## src/rtl/aste_pkg.sv

```systemverilog
`default_nettype none

package aste_pkg;

  // Fixed field widths
  localparam int ADDR_W    = 48;
  localparam int TIME_W    = 32;
  localparam int SLOT_OUT_W = 3;
  localparam int OUTCOME_W = 2;

  localparam logic [TIME_W-1:0] TIME_MAX = '1;

  // Outcome codes
  localparam logic [OUTCOME_W-1:0] OUTCOME_MATCH = 2'd0;
  localparam logic [OUTCOME_W-1:0] OUTCOME_EMPTY = 2'd1;
  localparam logic [OUTCOME_W-1:0] OUTCOME_EVICT = 2'd2;

  typedef struct packed {
    logic [ADDR_W-1:0] device_address;
    logic [TIME_W-1:0] seen_time;
  } in_item_t;

  typedef struct packed {
    logic [SLOT_OUT_W-1:0] slot_index;
    logic [OUTCOME_W-1:0]  outcome;
    logic [ADDR_W-1:0]     evicted_address;
  } out_item_t;

  // Controller to datapath commands
  typedef struct packed {
    logic load;
    logic read;
    logic eval;
    logic write;
  } cmd_t;

  // Datapath to controller status
  typedef struct packed {
    logic last;
  } status_t;

endpackage

`default_nettype wire

```

## src/rtl/aste_ctrl.sv

```systemverilog
`default_nettype none

module aste_ctrl (
  input  wire logic            clk,
  input  wire logic            rst,
  input  wire logic            start,
  input  wire aste_pkg::status_t status,
  output aste_pkg::cmd_t       cmd,
  output logic                 busy,
  output logic                 done
);
  import aste_pkg::*;

  typedef enum logic [3:0] {
    S_IDLE  = 4'b0001,
    S_READ  = 4'b0010,
    S_EVAL  = 4'b0100,
    S_WRITE = 4'b1000
  } state_t;

  state_t state, state_next;

  // Advance the state
  always_ff @(posedge clk) begin
    if (rst) begin
      state <= S_IDLE;
      done  <= 1'b0;
    end else begin
      state <= state_next;
      done  <= (state == S_WRITE);
    end
  end

  // On start load the item, then sequence one read and one evaluation per slot, then write
  always_comb begin
    state_next = state;
    cmd        = '0;
    case (state)
      S_IDLE: begin
        if (start) begin
          cmd.load   = 1'b1;
          state_next = S_READ;
        end
      end
      S_READ: begin
        cmd.read   = 1'b1;
        state_next = S_EVAL;
      end
      S_EVAL: begin
        cmd.eval   = 1'b1;
        state_next = status.last ? S_WRITE : S_READ;
      end
      S_WRITE: begin
        cmd.write  = 1'b1;
        state_next = S_IDLE;
      end
      default: begin
        state_next = S_IDLE;
      end
    endcase
  end

  assign busy = (state != S_IDLE);

endmodule

`default_nettype wire

```

## src/rtl/aste_dp.sv

```systemverilog
`default_nettype none

module aste_dp #(
  parameter int SLOT_COUNT = 8
) (
  input  wire logic               clk,
  input  wire logic               rst,
  input  wire aste_pkg::in_item_t item,
  input  wire aste_pkg::cmd_t     cmd,
  output aste_pkg::status_t       status,
  output aste_pkg::out_item_t     result
);
  import aste_pkg::*;

  localparam int SLOT_W = $clog2(SLOT_COUNT);

  // Table storage; valid bits give the reset view of empty slots
  logic [ADDR_W-1:0]     addr_mem [SLOT_COUNT];
  logic [TIME_W-1:0]     time_mem [SLOT_COUNT];
  logic [SLOT_COUNT-1:0] slot_valid;

  in_item_t          in_reg;
  logic [SLOT_W-1:0] idx;
  logic [ADDR_W-1:0] rd_addr;
  logic [TIME_W-1:0] rd_time;
  logic              rd_valid;

  logic              match_found;
  logic              empty_found;
  logic [SLOT_W-1:0] match_idx;
  logic [SLOT_W-1:0] empty_idx;
  logic [SLOT_W-1:0] best_idx;
  logic [TIME_W-1:0] best_time;
  logic [ADDR_W-1:0] best_addr;

  logic [ADDR_W-1:0]    eff_addr;
  logic [TIME_W-1:0]    eff_time;
  logic [SLOT_W-1:0]    chosen;
  logic [OUTCOME_W-1:0] outcome;

  // Slot view with never-written entries reading as zero
  assign eff_addr = rd_valid ? rd_addr : '0;
  assign eff_time = rd_valid ? rd_time : '0;

  assign status.last = (idx == SLOT_W'(SLOT_COUNT - 1));

  // Pick the slot: match, else empty, else oldest
  always_comb begin
    if (match_found) begin
      chosen  = match_idx;
      outcome = OUTCOME_MATCH;
    end else if (empty_found) begin
      chosen  = empty_idx;
      outcome = OUTCOME_EMPTY;
    end else begin
      chosen  = best_idx;
      outcome = OUTCOME_EVICT;
    end
  end

  // Table write and registered read
  always_ff @(posedge clk) begin
    if (cmd.write) begin
      addr_mem[chosen] <= in_reg.device_address;
      time_mem[chosen] <= in_reg.seen_time;
    end
    if (cmd.read) begin
      rd_addr  <= addr_mem[idx];
      rd_time  <= time_mem[idx];
      rd_valid <= slot_valid[idx];
    end
  end

  // Valid bits and scan index
  always_ff @(posedge clk) begin
    if (rst) begin
      slot_valid <= '0;
      idx        <= '0;
    end else begin
      if (cmd.write) begin
        slot_valid[chosen] <= 1'b1;
      end
      if (cmd.load) begin
        idx <= '0;
      end else if (cmd.eval && !status.last) begin
        idx <= idx + SLOT_W'(1);
      end
    end
  end

  // Hold the item and track the search over slots
  always_ff @(posedge clk) begin
    if (cmd.load) begin
      in_reg      <= item;
      match_found <= 1'b0;
      empty_found <= 1'b0;
    end else if (cmd.eval) begin
      if (!match_found && (eff_addr == in_reg.device_address)) begin
        match_found <= 1'b1;
        match_idx   <= idx;
      end
      if (!empty_found && (eff_addr[ADDR_W-1 -: 8] == 8'd0)) begin
        empty_found <= 1'b1;
        empty_idx   <= idx;
      end
      // First slot seeds the minimum; later ones replace it only when strictly older
      if ((idx == '0) || (eff_time < best_time)) begin
        best_time <= eff_time;
        best_idx  <= idx;
        best_addr <= eff_addr;
      end
    end
  end

  // Register the result beat
  always_ff @(posedge clk) begin
    if (cmd.write) begin
      result.slot_index      <= SLOT_OUT_W'(chosen);
      result.outcome         <= outcome;
      result.evicted_address <= (outcome == OUTCOME_EVICT) ? best_addr : '0;
    end
  end

endmodule

`default_nettype wire

```

## src/rtl/address_slot_table_oldest_evict.sv

```systemverilog
`default_nettype none

// Address slot table with oldest-entry eviction.
//
// Input: drive item (address and time) with start; the beat is taken at a
// clock edge where start is high and busy is low. busy stays high while the
// item is worked on.
// Output: one result beat per item, on result for exactly one cycle with
// done high. The receiver cannot stall; the beat must be taken then.
// The block scans the table one slot at a time through a single-port table
// read, a read state and an evaluate state per slot, then writes the chosen
// slot. A new item is not taken before the block is back in idle.
// The next item may be accepted in the same cycle that done is shown.
// Reset (rst, synchronous) clears the per-slot valid bits, so every slot
// reads as empty with a zero time at once; no clearing pass is run.
// slot_index carries the low three bits of the chosen slot number.
module address_slot_table_oldest_evict #(
  parameter int SLOT_COUNT = 8
) (
  input  wire logic               clk,
  input  wire logic               rst,
  input  wire logic               start,
  input  wire aste_pkg::in_item_t item,
  output logic                    busy,
  output logic                    done,
  output aste_pkg::out_item_t     result
);
  import aste_pkg::*;

  cmd_t    cmd;
  status_t status;

  aste_ctrl u_ctrl (
    .clk    (clk),
    .rst    (rst),
    .start  (start),
    .status (status),
    .cmd    (cmd),
    .busy   (busy),
    .done   (done)
  );

  aste_dp #(
    .SLOT_COUNT (SLOT_COUNT)
  ) u_dp (
    .clk    (clk),
    .rst    (rst),
    .item   (item),
    .cmd    (cmd),
    .status (status),
    .result (result)
  );

endmodule

`default_nettype wire

```

## config.mk

```make
export PLATFORM = sky130hd
export DESIGN_NAME = address_slot_table_oldest_evict
export DESIGN_NICKNAME = d
export VERILOG_FILES = /design/src/rtl/aste_pkg.sv /design/src/rtl/aste_ctrl.sv /design/src/rtl/aste_dp.sv /design/src/rtl/address_slot_table_oldest_evict.sv
export SDC_FILE = /design/constraint.sdc
export NUM_CORES = 1
export LEC_CHECK = 0
export BUFFER_PORTS_ARGS = -buffer_cell sky130_fd_sc_hd__buf_2
export CORE_ASPECT_RATIO = 1.2
export CORE_MARGIN = 2
export CORE_UTILIZATION = 59
export DETAILED_ROUTE_END_ITERATION = 16
export PLACE_DENSITY = 0.76
export SYNTH_ARGS = -nofsm -noshare
export SYNTH_HDL_FRONTEND = slang
export SYNTH_HIERARCHICAL = 1
export SYNTH_SLANG_ARGS = --single-unit
export TNS_END_PERCENT = 100
```

## constraint.sdc

```tcl
create_clock -name clk -period 25.4 [get_ports clk]
set_input_delay 5.08 -clock clk [delete_from_list [all_inputs] [get_ports clk]]
set_output_delay 5.08 -clock clk [all_outputs]
set_load 0.05 [all_outputs]
```

==> results of run 1 <==
==> where the power goes <==
group	total [uW]	internal, uW	leakage, uW	switching (uW)
clock network	1300	745	0.00138	550
logic	44.1	15.7	0.00323	28.4
registers	1790	1760	0.00869	29.2
==> routing by layer <==
layer,GRT usage [%],wire length [um],part of all wire (%),vias up
li1,-,-,-,7374
met1,30.3,27900,38,8862
met2,39.5,37500,52,709
met3,3.74,4890,6.7,135
met4,8.80,2240,3.1,0
met5,0,0,0,-
==> through the flow <==
step / std cells / total power (uW) / worst slack [ns]
floorplan: 1734 / 1840 / 13.41
global placement: 2644 / 1870 / 17.35
detailed placement: 2644 / 1870 / 17.23
CTS: 2801 / 3160 / 17.91
global route: 2801 / 3230 / 17.77
finish: 2801 / 3130 / 17.88
==> kinds of logic (layout without fill, tap and decap cells) <==
logic type / count (synthesis) / after routing
buffers and inverters: 128 / 387
XOR/XNOR: 13 / 13
AND/OR/NAND/NOR: 255 / 255
adder cells (fa/ha/maj): 34 / 34
AO/OA/AOI/OAI: 96 / 96
flip-flops: 961 / 961
multiplexers: 247 / 247
==> cells in the final DEF (no fill, tap or decap), drive strengths merged, types with 7 or more instances in the layout <==
cell and instances:
nand4 8, nand3b 10, clkbuf 111, bufinv 8, a22oi 11, buf 167
nand2 18, nor3 8, clkinv 30, inv 66, mux2 81, dfxtp 18
o21ai 21, ha 34, xor2 8, a21oi 12, nor2b 7, mux4 162
nand2b 9, and2 127, o22ai 11, a21o 9, edfxtp 943, nor2 39
==> worst max-delay path: stages <==
cell	delay [ns]
buf_2	0.11
inv_1	0.11
nor2_4	0.05
inv_1	0.11
nand2_1	0.15
nor2_1	0.15
o211ai_1	0.15
or4b_1	0.57
o21ai_4	0.14
buf_4	0.50
buf_4	0.61
==> worst paths after layout <==
| kind | start | to |
|---|---|---|
| max | start | u_dp/best_addr[39]$_DFFE_PP_ |
| max reg2reg | u_dp/rd_valid$_DFFE_PP_ | u_dp/best_addr[39]$_DFFE_PP_ |
| min | u_dp/slot_valid[7]$_SDFFE_PP0P_ | u_dp/slot_valid[7]$_SDFFE_PP0P_ |
| min reg2reg | u_dp/slot_valid[7]$_SDFFE_PP0P_ | u_dp/slot_valid[7]$_SDFFE_PP0P_ |
==> layout make-up <==
class	instances	share of cell area, %
clock inverters	46	1.08
well taps	808	2.46
flip-flops and latches	961	69.7
repair buffers	167	2.24
inverters	63	0.575
multi-input cells	645	18.1
clock buffers	111	5.79
==> metrics.md, run 1 <==
| Metric | Value |
|---|---|
| Status | finished clean |
| Root Driver | clkbuf_16 |
| Share of cells above drive strength 1 | 28.7% |
| Worst Hold Class | reg2reg |
| Startpoint types | primary input |
| Via count | 17100 |
| Share of flip-flops with an asynchronous set or reset | 0% |
| Fmax | 0.133 GHz |
| Routed wire per std cell | 25.9 um |
| Site Rows | 99 |
| Slew HR | 22.5% |
| Worst-path clk slew | 0.06 ns |
| Postcts setup bufs | 0 |
| Placed Instance Area | 38300 um2 |
| Max Slew Vio Count | 0 |
| Hold_buf cts | 0 |
| Mux cell area share after synthesis | 12.6% |
| Top-count cell post-synth | edfxtp_1 |
| Top post-synthesis cells by area | edfxtp_1 78%, mux4_2 10%, mux2_2 2.5% |
| Post-synth EDFFs | 943 |
| R2R setup slack | 20.94 ns |
| Total global routing overflow | 0 |
| Post-Route WL | 72.5 mm |
| Post-Syn Area | 36500 um2 |
| Chip width | 231 um |
| Port bufs | 137 |
| Max cap viols | 0 |
| CTS sink cnt | 961 |
| Final hold slack | 0.476 ns |
| Slew @ Worst Pin | 1.16 ns |
| Die height | 277 um |
| Gr usage total | 23.2% |
| Initial Utilization | 59.8% |
| Initial antenna violation count | 0 |
| Setup crit end kind | flop |
| Max rail drop VDD | 48.9 uV |
| Synth area leader | edfxtp_1 |
| First-pass GRT wire length | 109 mm |
| Number of diodes | 0 |
| Storage cell area | 28700 um2 |
| Worst EP arrival | 7.79 ns |
| RSZ-0062 raised after global routing | false |
| DP HPWL | 39.5 mm |
| Synth Area in Adders | 1.16% |
| Yosys top cell area share | 77.5% |
| Critical path class | in2reg |
| Syn_area_per_cell | 21.1 um2 |
| CTS Buffer Depth | 3 |
| Simple-Gate Fraction of Synth Area | 4.20% |
| Syn Inst Count | 1734 |
| Largest net degree at the start of global routing | 118 |
| Final core occ | 67.4% |
| H-Tree Depth | 3 |
| Footprint of the multi-input gates | 7450 um2 |
| CTS tree | done |
| Residual DRC | 0 |
| Crit path time final | 7.52 ns |
| Worst skew pair latency | 0.64 ns |
| Drt via density | 6.10 |
| Layout net count | 2043 |
| Critical Path RT | 25.67 ns |
| Number of flip-flops in the largest register | 384 |
| Syn_nets | 1851 |
| Setup-failing EPs final | 0 |
| Ys flop type | edfxtp_1 |
| Xor and xnor area share after synthesis | 0.312% |
| Post-route cell area | 41100 um2 |
| Tcrit/Tclk final | 29.6% |
| Area Overhead vs Synth | 12.6% |
| Core Region | 61100 um2 |
| R2R cell count | 10 |
| Hold Path Depth | 2 |
| Fillers | 3764 |
| Vias in the first global route | 18000 |
| Pwr dens | 76.1 nW/um2 |
| Ys Warns | 6 |
| Final ANT Viol Nets | 0 |
| Most frequent cells after synthesis | 943 x edfxtp_1, 162 x mux4_2, 127 x and2_1, 81 x mux2_2, 62 x inv_1 |
| Post-synthesis compound-gate area fraction | 1.85% |
| Die area | 63900 um2 |
| Sequential fraction of the synthesis area | 78.5% |
| Leakage | 0.0133 uW |
| Gpl congestion | 0.818 |
| CTS buffer count | 88 |
| Largest family of logic cells by synthesized area | multiplexers |
| Synth cell types | 61 |
| Final hold violation count | 0 |
| Max FO, Critical Path | 45 |
| IO Pins | 138 |
| Sum Neg Setup Slack | 0 ns |
| Cts repair resizes | 0 |
| Synth Register Bits | 961 |
| Clock Skew | 0.0240 ns |
| Number of DRC markers in iteration 0 | 1642 |
| DRT Pass-1 Iters | 8 |
Power figures use the tool's default switching activity.
==> run 2, diff against run 1 <==
--- a/config.mk
+++ b/config.mk
@@ -8,9 +8,9 @@
 export BUFFER_PORTS_ARGS = -buffer_cell sky130_fd_sc_hd__buf_2
 export CORE_ASPECT_RATIO = 1.2
 export CORE_MARGIN = 2
-export CORE_UTILIZATION = 59
+export CORE_UTILIZATION = 55
 export DETAILED_ROUTE_END_ITERATION = 16
-export PLACE_DENSITY = 0.76
+export PLACE_DENSITY = 0.74
 export SYNTH_ARGS = -nofsm -noshare
 export SYNTH_HDL_FRONTEND = slang
 export SYNTH_HIERARCHICAL = 1
==> constraint.sdc (replaced) <==
create_clock -name clk -period 6.2 [get_ports clk]
set_input_delay 1.24 -clock clk [delete_from_list [all_inputs] [get_ports clk]]
set_output_delay 1.24 -clock clk [all_outputs]
set_load 0.05 [all_outputs]
==> metrics.md, run 2 (synthesis results as in run 1) <==
| Metric | Value |
|---|---|
| Startpoint types | flop |
| Tcrit/Tclk final | 65.2% |
| Total power | 12800 uW (+310%) |
| Slew @ Worst Pin | 1.19 ns (+0.0236 ns) |
| CTS sink cnt | 961 (unchanged) |
| Initial antenna violation count | 0 (unchanged) |
| Max FO, Critical Path | 55 (+22%) |
| DP HPWL | 40.2 mm (+1.6%) |
| Initial Utilization | 55.6% (-4.2 points) |
| CTS buffer count | 88 (unchanged) |
| Layout net count | 2042 (-0.049%) |
| Die height | 286 um (+3.5%) |
| Worst Hold Class | reg2reg |
| Largest net degree at the start of global routing | 167 (+42%) |
| Routed wire per std cell | 25.4 um (-1.9%) |
| Post-Route WL | 71.9 mm (-0.74%) |
| Root Driver | clkbuf_16 |
| Port bufs | 137 (unchanged) |
| Gr usage total | 21.7% (-1.5 points) |
| Drt via density | 5.99 (-1.8%) |
| Number of DRC markers in iteration 0 | 1610 (-1.9%) |
| Via count | 17000 (-0.67%) |
| Slew HR | 20.7% (-1.8 points) |
| DRT Pass-1 Iters | 5 (-3) |
| First-pass GRT wire length | 109 mm (+0.41%) |
| Setup crit end kind | flop |
| Crit path time final | 4.04 ns |
| Worst-path clk slew | 0.06 ns (about the same) |
| Max Slew Vio Count | 0 (unchanged) |
| Postcts setup bufs | 0 (unchanged) |
| Hold_buf cts | 0 (unchanged) |
| Critical path class | reg2reg |
| Worst skew pair latency | 0.64 ns (about the same) |
| Most frequent cells in the layout | 943 x edfxtp_1, 162 x mux4_2, 137 x buf_2 |
| IO Pins | 138 (unchanged) |
| Share of cells above drive strength 1 | 28.3% (-0.37 points) |
| Fmax | 0.247 GHz |
| Max cap viols | 0 (unchanged) |
| Number of diodes | 0 (unchanged) |
| Max rail drop VDD | 236 uV (+380%) |
| Setup-failing EPs final | 0 (unchanged) |
| Final ANT Viol Nets | 0 (unchanged) |
| Core Region | 65700 um2 (+7.6%) |
| Sum Neg Setup Slack | 0 ns (unchanged) |
| RSZ-0062 raised after global routing | false |
| Pwr dens | 311 nW/um2 (+310%) |
| Leakage | 0.0133 uW (+0.11%) |
| Gpl congestion | 0.820 (+0.35%) |
| Vias in the first global route | 18200 (+1.1%) |
| Fillers | 4342 (+15%) |
| CTS Buffer Depth | 3 (unchanged) |
| Cts repair resizes | 0 (unchanged) |
| H-Tree Depth | 3 (unchanged) |
| Area Overhead vs Synth | 12.9% |
| Site Rows | 103 (+4.0%) |
| Footprint of the multi-input gates | 7450 um2 (about the same) |
| Critical Path RT | 6.48 ns (-19.19 ns) |
| R2R setup slack | 2.16 ns (-18.78 ns) |
| Residual DRC | 0 (unchanged) |
| Final hold slack | 0.483 ns (+0.00688 ns) |
| Chip width | 239 um (+3.5%) |
| CTS tree | done |
| Worst EP arrival | 4.32 ns (-3.47 ns) |
| Storage cell area | 28700 um2 (unchanged) |
| Commonest non-fill, non-tap cell in the layout | edfxtp_1 |
| Die area | 68500 um2 (+7.2%) |
| Total global routing overflow | 0 (unchanged) |
| Clock Skew | 0.0313 ns (+0.00731 ns) |
| Status | finished clean |
| Final hold violation count | 0 (unchanged) |
| Number of flip-flops in the largest register | 384 (unchanged) |
## run 2: stage by stage
step | utilization [%] | std cells | setup slack, ns | area (um2)
finish | 62.7 | 2834 | 2.16 | 41200
global route | 62.7 | 2834 | 1.86 | 41200
CTS | 62.7 | 2834 | 2.13 | 41200
detailed placement | 58.4 | 2675 | 1.64 | 38400
global placement | 58.4 | 2675 | 1.74 | 38400
floorplan | - | 1734 | 0.607 | 36600
## run 2: layer usage
metal | global-route usage (%) | vias to the layer above | share of wire, %
met5 | 0 | - | 0
met4 | 7.91 | 0 | 2.9
met3 | 3.06 | 127 | 6.0
met2 | 37.2 | 619 | 51
met1 | 28.5 | 8843 | 40
li1 | - | 7377 | -
## run 2: layout make-up
type,instances,area share (%)
sequential,961,69.6
multi-input combinational,645,18.1
clock buffer,112,5.84
tap,840,2.55
timing repair buffer,166,2.34
clock inverter,47,1.06
inverter,63,0.573
## run 2: worst paths after layout
path,cells past startpoint,start,end
setup / recovery,10,u_dp/rd_valid$_DFFE_PP_,u_dp/best_addr[3]$_DFFE_PP_
hold reg to reg,1,u_dp/slot_valid[4]$_SDFFE_PP0P_,u_dp/slot_valid[4]$_SDFFE_PP0P_
hold / removal,1,u_dp/slot_valid[4]$_SDFFE_PP0P_,u_dp/slot_valid[4]$_SDFFE_PP0P_
setup reg to reg,10,u_dp/rd_valid$_DFFE_PP_,u_dp/best_addr[3]$_DFFE_PP_
## run 2: where the power goes
group	switching (uW)	total [uW]	internal [uW]
Sequential	123	7340	7220
Clock	2230	5300	3070
Combinational	110	175	64.5
Total	2460	12800	10400
## run 2: critical path, cell delays in order (launching register included)
cell and delay, ns:
edfxtp_1 0.35, buf_4 0.36, and2_1 0.23, ha_1 0.26
a21o_1 0.16, a21o_1 0.17, a21oi_1 0.19, o211ai_1 0.14
or4b_1 0.57, o21ai_4 0.82, buf_12 0.36
